[config.mk]
export PLATFORM = sky130hd
export DESIGN_NAME = char_lcd_nibble_queue_writer_core
export DESIGN_NICKNAME = d
export VERILOG_FILES = /design/src/sv/clnq_pkg.sv /design/src/sv/char_lcd_nibble_queue_writer_core.sv /design/src/sv/clnq_ram.sv /design/src/sv/clnq_nib_gen.sv
export SDC_FILE = /design/constraint.sdc
export NUM_CORES = 1
export LEC_CHECK = 0
export BUFFER_PORTS_ARGS = -buffer_cell sky130_fd_sc_hd__buf_2
export CAP_MARGIN = 40
export CORE_MARGIN = 2
export CORE_UTILIZATION = 45
export DETAILED_ROUTE_END_ITERATION = 8
export GPL_TIMING_DRIVEN = 0
export SLEW_MARGIN = 20
export SYNTH_ARGS = -nofsm -noshare
export SYNTH_HDL_FRONTEND = slang
export SYNTH_HIERARCHICAL = 1
export SYNTH_SLANG_ARGS = --single-unit
[constraint.sdc]
create_clock -name clk -period 7.39 [get_ports clk]
set_input_delay 1.478 -clock clk [delete_from_list [all_inputs] [get_ports clk]]
set_output_delay 1.478 -clock clk [all_outputs]
set_load 0.01 [all_outputs]
[src/sv/clnq_pkg.sv]
// Shared types, constants and lookup functions for the character LCD nibble queue writer.
`timescale 1ns / 1ps
`default_nettype none
package clnq_pkg;

	localparam int FIFO_DEPTH_DEF = 128;

	// Register select bit of a queued word: set for display data, clear for commands.
	localparam logic RS_DATA = 1'b1;
	localparam logic RS_CMD  = 1'b0;

	localparam logic [7:0] ASCII_ZERO    = 8'd48;
	localparam logic [7:0] ASCII_LOWER_A = 8'd97;
	localparam logic [7:0] CURSOR_CMD    = 8'h80;

	typedef enum logic [2:0] {
		K_CHAR   = 3'd0,
		K_CMD    = 3'd1,
		K_HEX8   = 3'd2,
		K_HEX16  = 3'd3,
		K_HEX32  = 3'd4,
		K_CURSOR = 3'd5,
		K_INIT   = 3'd6,
		K_TICK   = 3'd7
	} kind_t;

	typedef enum logic [1:0] {
		GM_RAW  = 2'd0,
		GM_HEX  = 2'd1,
		GM_INIT = 2'd2
	} gen_mode_t;

	typedef enum logic [1:0] {
		ST_IDLE = 2'd0,
		ST_PUSH = 2'd1,
		ST_POP  = 2'd2
	} state_t;

	typedef struct packed {
		logic       valid;
		logic       last;
		logic [4:0] word;
	} gen_word_t;

	function automatic logic [7:0] row_base(input logic [1:0] r);
		logic [7:0] b;
		unique case (r)
			2'd0: b = 8'h00;
			2'd1: b = 8'h40;
			2'd2: b = 8'h14;
			2'd3: b = 8'h54;
			default: b = 8'h00;
		endcase
		return b;
	endfunction

	function automatic logic [3:0] init_word(input logic [3:0] i);
		logic [3:0] w;
		unique case (i)
			4'd0:  w = 4'h3;
			4'd1:  w = 4'h3;
			4'd2:  w = 4'h3;
			4'd3:  w = 4'h2;
			4'd4:  w = 4'h2;
			4'd5:  w = 4'ha;
			4'd6:  w = 4'h0;
			4'd7:  w = 4'h8;
			4'd8:  w = 4'h0;
			4'd9:  w = 4'h1;
			4'd10: w = 4'h0;
			4'd11: w = 4'hc;
			4'd12: w = 4'h0;
			4'd13: w = 4'h6;
			4'd14: w = 4'h0;
			4'd15: w = 4'h2;
			default: w = 4'h0;
		endcase
		return w;
	endfunction

	function automatic logic [7:0] hex_ascii(input logic [3:0] d);
		logic [7:0] c;
		if (d < 4'd10) begin
			c = ASCII_ZERO + {4'b0, d};
		end else begin
			c = ASCII_LOWER_A - 8'd10 + {4'b0, d};
		end
		return c;
	endfunction

endpackage
`default_nettype wire

[src/sv/char_lcd_nibble_queue_writer_core.sv]
// Top level of the character LCD nibble queue writer: command FSM, FIFO pointers and result.
`timescale 1ns / 1ps
`default_nettype none
// A push item (char, command, hex, cursor or init) is split into 5-bit LCD words that are
// written into the nibble FIFO one per cycle through its single write port, after the item
// has been loaded into the nibble sequencer. A tick does one registered RAM read when the FIFO
// holds a word and no read when it is empty. Each item gives exactly one result beat, shown
// for one cycle with done high; the receiver cannot stall it, and busy is low again in that
// same cycle. Words that find the FIFO full are dropped and flagged in the result. The FIFO
// store has no reset; only words written since reset are ever read.
module char_lcd_nibble_queue_writer_core #(
	parameter int FIFO_DEPTH = clnq_pkg::FIFO_DEPTH_DEF
) (
	input  wire logic        clk,
	input  wire logic        arst_n,
	input  wire logic        start,
	output      logic        busy,
	input  wire logic [2:0]  kind,
	input  wire logic [31:0] value,
	input  wire logic [7:0]  column,
	input  wire logic [1:0]  row,
	output      logic        done,
	output      logic [4:0]  pins,
	output      logic        strobe_res,
	output      logic        dropped,
	output      logic [7:0]  fill
);
	import clnq_pkg::*;

	localparam int AW = $clog2(FIFO_DEPTH);
	localparam int CW = $clog2(FIFO_DEPTH + 1);

	state_t state_q, state_d;

	logic [AW-1:0] wr_ptr_q, rd_ptr_q;
	logic [CW-1:0] cnt_q;
	logic          done_q, drop_q, strobe_q;
	logic [4:0]    pins_q;
	logic [4:0]    rdata;
	logic [CW+7:0] cnt_ext;

	gen_word_t gen;
	kind_t     kind_in;
	logic      accept, is_tick, full, empty;
	logic      gen_load, ram_we, ram_re, drop_set, done_d;

	assign kind_in = kind_t'(kind);
	assign accept  = start && !busy;
	assign is_tick = (kind_in == K_TICK);
	assign full    = (cnt_q == CW'(FIFO_DEPTH));
	assign empty   = (cnt_q == '0);

	clnq_nib_gen u_gen (
		.clk    (clk),
		.arst_n (arst_n),
		.load   (gen_load),
		.kind   (kind_in),
		.value  (value),
		.column (column),
		.row    (row),
		.nib    (gen)
	);

	clnq_ram #(
		.WIDTH (5),
		.DEPTH (FIFO_DEPTH)
	) u_store (
		.clk   (clk),
		.we    (ram_we),
		.waddr (wr_ptr_q),
		.wdata (gen.word),
		.re    (ram_re),
		.raddr (rd_ptr_q),
		.rdata (rdata)
	);

	always_comb begin
		state_d = state_q;
		unique case (state_q)
			ST_IDLE: begin
				if (accept) begin
					if (!is_tick) begin
						state_d = ST_PUSH;
					end else if (!empty) begin
						state_d = ST_POP;
					end
				end
			end
			ST_PUSH: begin
				if (gen.valid && gen.last) begin
					state_d = ST_IDLE;
				end
			end
			ST_POP: begin
				state_d = ST_IDLE;
			end
			default: begin
				state_d = ST_IDLE;
			end
		endcase
	end

	always_comb begin
		gen_load = 1'b0;
		ram_we   = 1'b0;
		ram_re   = 1'b0;
		drop_set = 1'b0;
		done_d   = 1'b0;
		unique case (state_q)
			ST_IDLE: begin
				gen_load = accept && !is_tick;
				ram_re   = accept && is_tick && !empty;
				done_d   = accept && is_tick && empty;
			end
			ST_PUSH: begin
				ram_we   = gen.valid && !full;
				drop_set = gen.valid && full;
				done_d   = gen.valid && gen.last;
			end
			ST_POP: begin
				done_d = 1'b1;
			end
			default: begin
				done_d = 1'b0;
			end
		endcase
	end

	always_ff @(posedge clk or negedge arst_n) begin
		if (!arst_n) begin
			state_q  <= ST_IDLE;
			wr_ptr_q <= '0;
			rd_ptr_q <= '0;
			cnt_q    <= '0;
			done_q   <= 1'b0;
			drop_q   <= 1'b0;
			strobe_q <= 1'b0;
			pins_q   <= '0;
		end else begin
			state_q <= state_d;
			done_q  <= done_d;
			// Writes happen only while pushing and reads only on a tick, so never together.
			if (ram_we) begin
				wr_ptr_q <= (wr_ptr_q == AW'(FIFO_DEPTH - 1)) ? '0 : wr_ptr_q + 1'b1;
				cnt_q    <= cnt_q + 1'b1;
			end else if (ram_re) begin
				rd_ptr_q <= (rd_ptr_q == AW'(FIFO_DEPTH - 1)) ? '0 : rd_ptr_q + 1'b1;
				cnt_q    <= cnt_q - 1'b1;
			end
			if (accept) begin
				drop_q   <= 1'b0;
				strobe_q <= 1'b0;
				pins_q   <= '0;
			end else begin
				if (drop_set) begin
					drop_q <= 1'b1;
				end
				if (state_q == ST_POP) begin
					strobe_q <= 1'b1;
					pins_q   <= rdata;
				end
			end
		end
	end

	assign cnt_ext    = {8'b0, cnt_q};
	assign busy       = (state_q != ST_IDLE);
	assign done       = done_q;
	assign pins       = pins_q;
	assign strobe_res = strobe_q;
	assign dropped    = drop_q;
	assign fill       = cnt_ext[7:0];

	a_cnt_bound: assert property (@(posedge clk) disable iff (!arst_n)
		cnt_q <= CW'(FIFO_DEPTH))
		else $error("FIFO count exceeds depth");

	a_no_write_full: assert property (@(posedge clk) disable iff (!arst_n)
		ram_we |-> !full)
		else $error("FIFO written while full");

	a_pop_result: assert property (@(posedge clk) disable iff (!arst_n)
		(state_q == ST_POP) |=> (done && strobe_res && !dropped))
		else $error("pop did not give a strobed result");

	a_drop_not_tick: assert property (@(posedge clk) disable iff (!arst_n)
		(done && dropped) |-> !strobe_res)
		else $error("drop flag on a tick result");

	a_done_idle: assert property (@(posedge clk) disable iff (!arst_n)
		done |-> !busy)
		else $error("result beat while still working");

endmodule
`default_nettype wire

[src/sv/clnq_ram.sv]
// Generic single-write, single-read RAM with a registered read port.
`timescale 1ns / 1ps
`default_nettype none
module clnq_ram #(
	parameter int WIDTH = 5,
	parameter int DEPTH = 128
) (
	input  wire logic                     clk,
	input  wire logic                     we,
	input  wire logic [$clog2(DEPTH)-1:0] waddr,
	input  wire logic [WIDTH-1:0]         wdata,
	input  wire logic                     re,
	input  wire logic [$clog2(DEPTH)-1:0] raddr,
	output      logic [WIDTH-1:0]         rdata
);

	logic [WIDTH-1:0] mem [DEPTH];

	always_ff @(posedge clk) begin
		if (we) begin
			mem[waddr] <= wdata;
		end
		if (re) begin
			rdata <= mem[raddr];
		end
	end

endmodule
`default_nettype wire

[src/sv/clnq_nib_gen.sv]
// Nibble sequencer: shifts a push item out as 5-bit LCD words, one word per cycle.
`timescale 1ns / 1ps
`default_nettype none
module clnq_nib_gen (
	input  wire logic               clk,
	input  wire logic               arst_n,
	input  wire logic               load,
	input  wire clnq_pkg::kind_t    kind,
	input  wire logic [31:0]        value,
	input  wire logic [7:0]         column,
	input  wire logic [1:0]         row,
	output      clnq_pkg::gen_word_t nib
);
	import clnq_pkg::*;

	logic      act_q;
	logic [3:0] idx_q;
	logic [3:0] last_q;
	gen_mode_t mode_q;
	logic      rs_q;
	logic [31:0] sh_q;

	logic [31:0] ld_sh;
	logic [3:0]  ld_last;
	gen_mode_t   ld_mode;
	logic        ld_rs;
	logic [7:0]  cursor_addr;
	logic [7:0]  ch;
	logic [3:0]  nib_val;

	assign cursor_addr = row_base(row) + column + CURSOR_CMD;

	always_comb begin
		ld_sh   = {value[7:0], 24'b0};
		ld_last = 4'd1;
		ld_mode = GM_RAW;
		ld_rs   = RS_CMD;
		unique case (kind)
			K_CHAR: begin
				ld_rs = RS_DATA;
			end
			K_CMD: begin
				ld_rs = RS_CMD;
			end
			K_HEX8: begin
				ld_mode = GM_HEX;
				ld_rs   = RS_DATA;
				ld_last = 4'd3;
			end
			K_HEX16: begin
				ld_sh   = {value[15:0], 16'b0};
				ld_mode = GM_HEX;
				ld_rs   = RS_DATA;
				ld_last = 4'd7;
			end
			K_HEX32: begin
				ld_sh   = value;
				ld_mode = GM_HEX;
				ld_rs   = RS_DATA;
				ld_last = 4'd15;
			end
			K_CURSOR: begin
				ld_sh = {cursor_addr, 24'b0};
			end
			K_INIT: begin
				ld_mode = GM_INIT;
				ld_last = 4'd15;
			end
			K_TICK: begin
				ld_rs = RS_CMD;
			end
			default: begin
				ld_rs = RS_CMD;
			end
		endcase
	end

	// Each digit gives two words: the high nibble on an even index, the low one on an odd.
	always_comb begin
		ch = hex_ascii(sh_q[31:28]);
		unique case (mode_q)
			GM_RAW:  nib_val = idx_q[0] ? sh_q[27:24] : sh_q[31:28];
			GM_HEX:  nib_val = idx_q[0] ? ch[3:0] : ch[7:4];
			GM_INIT: nib_val = init_word(idx_q);
			default: nib_val = 4'h0;
		endcase
	end

	assign nib.valid = act_q;
	assign nib.last  = (idx_q == last_q);
	assign nib.word  = {rs_q, nib_val};

	always_ff @(posedge clk or negedge arst_n) begin
		if (!arst_n) begin
			act_q  <= 1'b0;
			idx_q  <= '0;
			last_q <= '0;
			mode_q <= GM_RAW;
			rs_q   <= RS_CMD;
		end else if (load) begin
			act_q  <= 1'b1;
			idx_q  <= '0;
			last_q <= ld_last;
			mode_q <= ld_mode;
			rs_q   <= ld_rs;
		end else if (act_q) begin
			idx_q <= idx_q + 4'd1;
			if (idx_q == last_q) begin
				act_q <= 1'b0;
			end
		end
	end

	// The digit register moves on by one nibble once both words of a digit have gone out.
	always_ff @(posedge clk) begin
		if (load) begin
			sh_q <= ld_sh;
		end else if (act_q && idx_q[0]) begin
			sh_q <= {sh_q[27:0], 4'b0};
		end
	end

endmodule
`default_nettype wire

==> flow_summary.yaml <==
sta:
  setup_viol: 0
  min_period_over_period_pct: 57.6
  rsz0062_at_grt: "false"
  min_period_ps: 4260
  maxSlewHeadroom_pct: 44.7
  finalClockSkew_ps: 20.4
  drv_slew: 0
  worst_slew_pin_slew_ps: 823
  tns_ps: 0
  hold_violations: 0
  fmax_ghz: 0.235
drt:
  avgViaCountPerCell: 5.79
  antenna_left: 0
  avgRoutedWirePerCell_um: 25.6
  drtIter0Drc: 1708
  vias: 15200
  route.detailed.drc: 0
  dr.pass1.iters: 6
  wirelength_mm: 67.4
floorplanning:
  start_util_pct: 45.7
  dieArea_mm2: 0.0678
  die_w_um: 260
  io_pins: 65
  die_h_um: 260
  coreArea_mm2: 0.0647
  row_count: 93
synthesis:
  synth_compound_area_share_pct: 2.74
  synth-edff-count: 677
  netlist_area_mm2: 0.0296
  syn-num-nets: 1601
  avgSynthCellArea_um2: 19.2
  yosysUniqueCellTypes: 68
  synth_flop_cell: "edfxtp_1"
  yosys_warnings: 6
  synth-simple-area-share_pct: 4.65
  synth_top_family_by_area: "multiplexers"
  async_reset_ff_share_pct: 6.10
  synth_fa_ha_area_share_pct: 0.736
  syn_inst: 1537
  synthXorXnorAreaFrac_pct: 0.740
  yosys-mux-area-fraction_pct: 16.9
  yosysSeqAreaShare_pct: 72.5
  synth_seq_cells: 721
cells_and_area:
  seqCellArea_mm2: 0.0214
  num-nets-final: 1778
  nFillCells: 5138
  drive_above_1_share_pct: 27.4
  finalCoreUtilization_pct: 52.9
  area_growth_pct: 15.7
  diodes: 0
  multi_input_area_mm2: 0.00765
hold_path:
  min_path_type: "register to register"
  hold_depth: 2
global_routing:
  antenna_found_initial: 0
  grt_use_total_pct: 20.3
  grt_max_degree: 69
  grt_overflow: 0
  grt_pass1_wl_mm: 99.9
  grt_pass1_vias: 15300
pwr:
  intPower_w: 0.00990
  p_seq_share_pct: 41.8
  switching_share_pct: 30.4
  peakVddDrop_mv: 0.290
  cellLeakagePower_nw: 11.0
  p_per_area_mw_per_mm2: 416
  combPwrFrac_pct: 30.2
  clockPowerShare_pct: 28.0
  p_switching_w: 0.00432
setup_path:
  reg2reg_to: "u_store/rdata[4]"
  worst-setup-path-type: "register to register"
  cp-end-kind: "register"
  rr_worst_depth: 8
  worstPathArrival_ps: 4620
  max_stage_delay_ps: 600
  crit_path_start_kind: "register"
  crit_slowest_cell: "clkbuf_1"
  r2r_start: "rd_ptr_q[2]"
  crit_end: "u_store/rdata[4]"
  r2r_slack_ps: 3130
  worstPathRequired_ps: 7760
  crit_start: "rd_ptr_q[2]"
  cp_cell_sequence: "clkbuf_1, clkbuf_1, buf_6, clkbuf_1, mux4_2, mux4_2, mux4_2, mux2_2"
  cp_max_fo: 10
clocking:
  postCtsSetupRepairBufs: 0
  clock-sinks: 721
  cts_resized: 0
  cts_made_buffers: 77
  cts.htree.levels: 3
  clock_path_buffers: 3
  worst_skew_pair.late_latency_ps: 620
  cts-root-buf: "clkbuf_16"
  cts_hold_buf: 0
  clk_pin_slew_ps: 60
  cts_tree: "done"
placement:
  dp_hpwl_mm: 46.2
  place.gp.congestion: 0.852
  port_buffers: 63
status:
  status: "finished clean"
run:
  drv_cap: 0
[layer usage]
metal / GRT usage, % / wire (um) / part of all wire (%)
met5: 0 / 0 / 0
met4: 6.49 / 1620 / 2.4
met3: 3.99 / 4260 / 6.3
met2: 31.6 / 32200 / 48
met1: 29.0 / 29300 / 43
[Yosys cell counts, types with 14 or more instances]
library cell	count	area (um^2)
buf_2	15	75.1
mux4_2	210	4730
nor3_1	16	80.1
ha_1	15	188
a21oi_1	14	70.1
nand3_1	35	175
o21ai_0	32	160
nor2_1	160	601
xnor2_1	16	140
dfrtp_1	44	1100
clkbuf_1	41	154
edfxtp_1	677	20300
buf_1	17	63.8
nand2_1	43	161
inv_1	30	113
[cell families (layout without fill, tap and decap cells)]
group	after synthesis	in the layout
flops	721	721
simple gates	305	305
mux	234	234
buf+inv	119	357
compound gates	116	116
xor+xnor	25	25
fa+ha+maj	17	17
[state kept, by name, indices dropped and copies added, names as in the netlist]
signal,count
u_store/mem,640
u_gen/sh_q,32
fill,8
rd_ptr_q,7
wr_ptr_q,7
pins,5
u_store/rdata,5
u_gen/idx_q,4
u_gen/last_q,4
state_q,2
u_gen/mode_q,2
done,1
dropped,1
strobe_res,1
u_gen/act_q,1
u_gen/rs_q,1
[power groups by stage]
| stage | registers, W | logic (W) | clock network [W] |
|---|---|---|---|
| global placement | 0.00616 | 0.00365 | 0 |
| finish | 0.00594 | 0.00430 | 0.00398 |
| CTS | 0.00594 | 0.00434 | 0.00406 |
| detailed placement | 0.00603 | 0.00433 | 0 |
| floorplan | 0.00612 | 0.00247 | 0 |
| global route | 0.00597 | 0.00465 | 0.00423 |
[critical path, delay by kind of cell (launching register included)]
family   cells  cell delay [ps]
buf+inv      4             1700
mux          4             1850
flops        1              450
[worst min-delay path by stage]
stage	startpoint	end	slack (ps)
2_1_floorplan	u_store/rdata[0]	pins[0]	450
3_5_place_dp	u_store/rdata[2]	pins[2]	470
6_report	dropped	dropped	480
4_1_cts	u_store/rdata[2]	pins[2]	480
3_3_place_gp	strobe_res	strobe_res	460
5_1_grt	u_store/rdata[2]	pins[2]	510
[through the flow]
stage               instance area, um^2  setup WS (ps)  hold slack (ps)  instances  power, W
floorplan                         29600           1830              449       1537   0.00859
global placement                  31000          -2460              457       2455   0.00982
detailed placement                31500           2850              469       2485    0.0104
CTS                               34200           2810              482       2625    0.0143
global route                      34200           3000              507       2630    0.0149
finish                            34200           3130              480       2630    0.0142
[placed cells by master, fill, tap and decap left out, types with 17 or more instances in the layout]
cell       Yosys  layout
buf_1         17      17
buf_2         15      82
buf_6          4      17
clkbuf_1      41      49
clkbuf_16      0      80
dfrtp_1       44      44
edfxtp_1     677     677
inv_1         30      30
mux4_2       210     210
nand2_1       43      43
nand3_1       35      35
nor2_1       160     160
o21ai_0       32      31
[final cells by class]
| class | count | share of cell area [%] |
|---|---|---|
| flip-flops and latches | 721 | 62.6 |
| well taps | 855 | 3.13 |
| clock buffers | 98 | 6.17 |
| multi-input cells | 697 | 22.4 |
| inverters | 31 | 0.340 |
| clock inverters | 42 | 1.57 |
| plain buffers | 88 | 1.25 |
| repair buffers | 98 | 2.56 |
No activity file was read; power rests on OpenSTA's default activity.
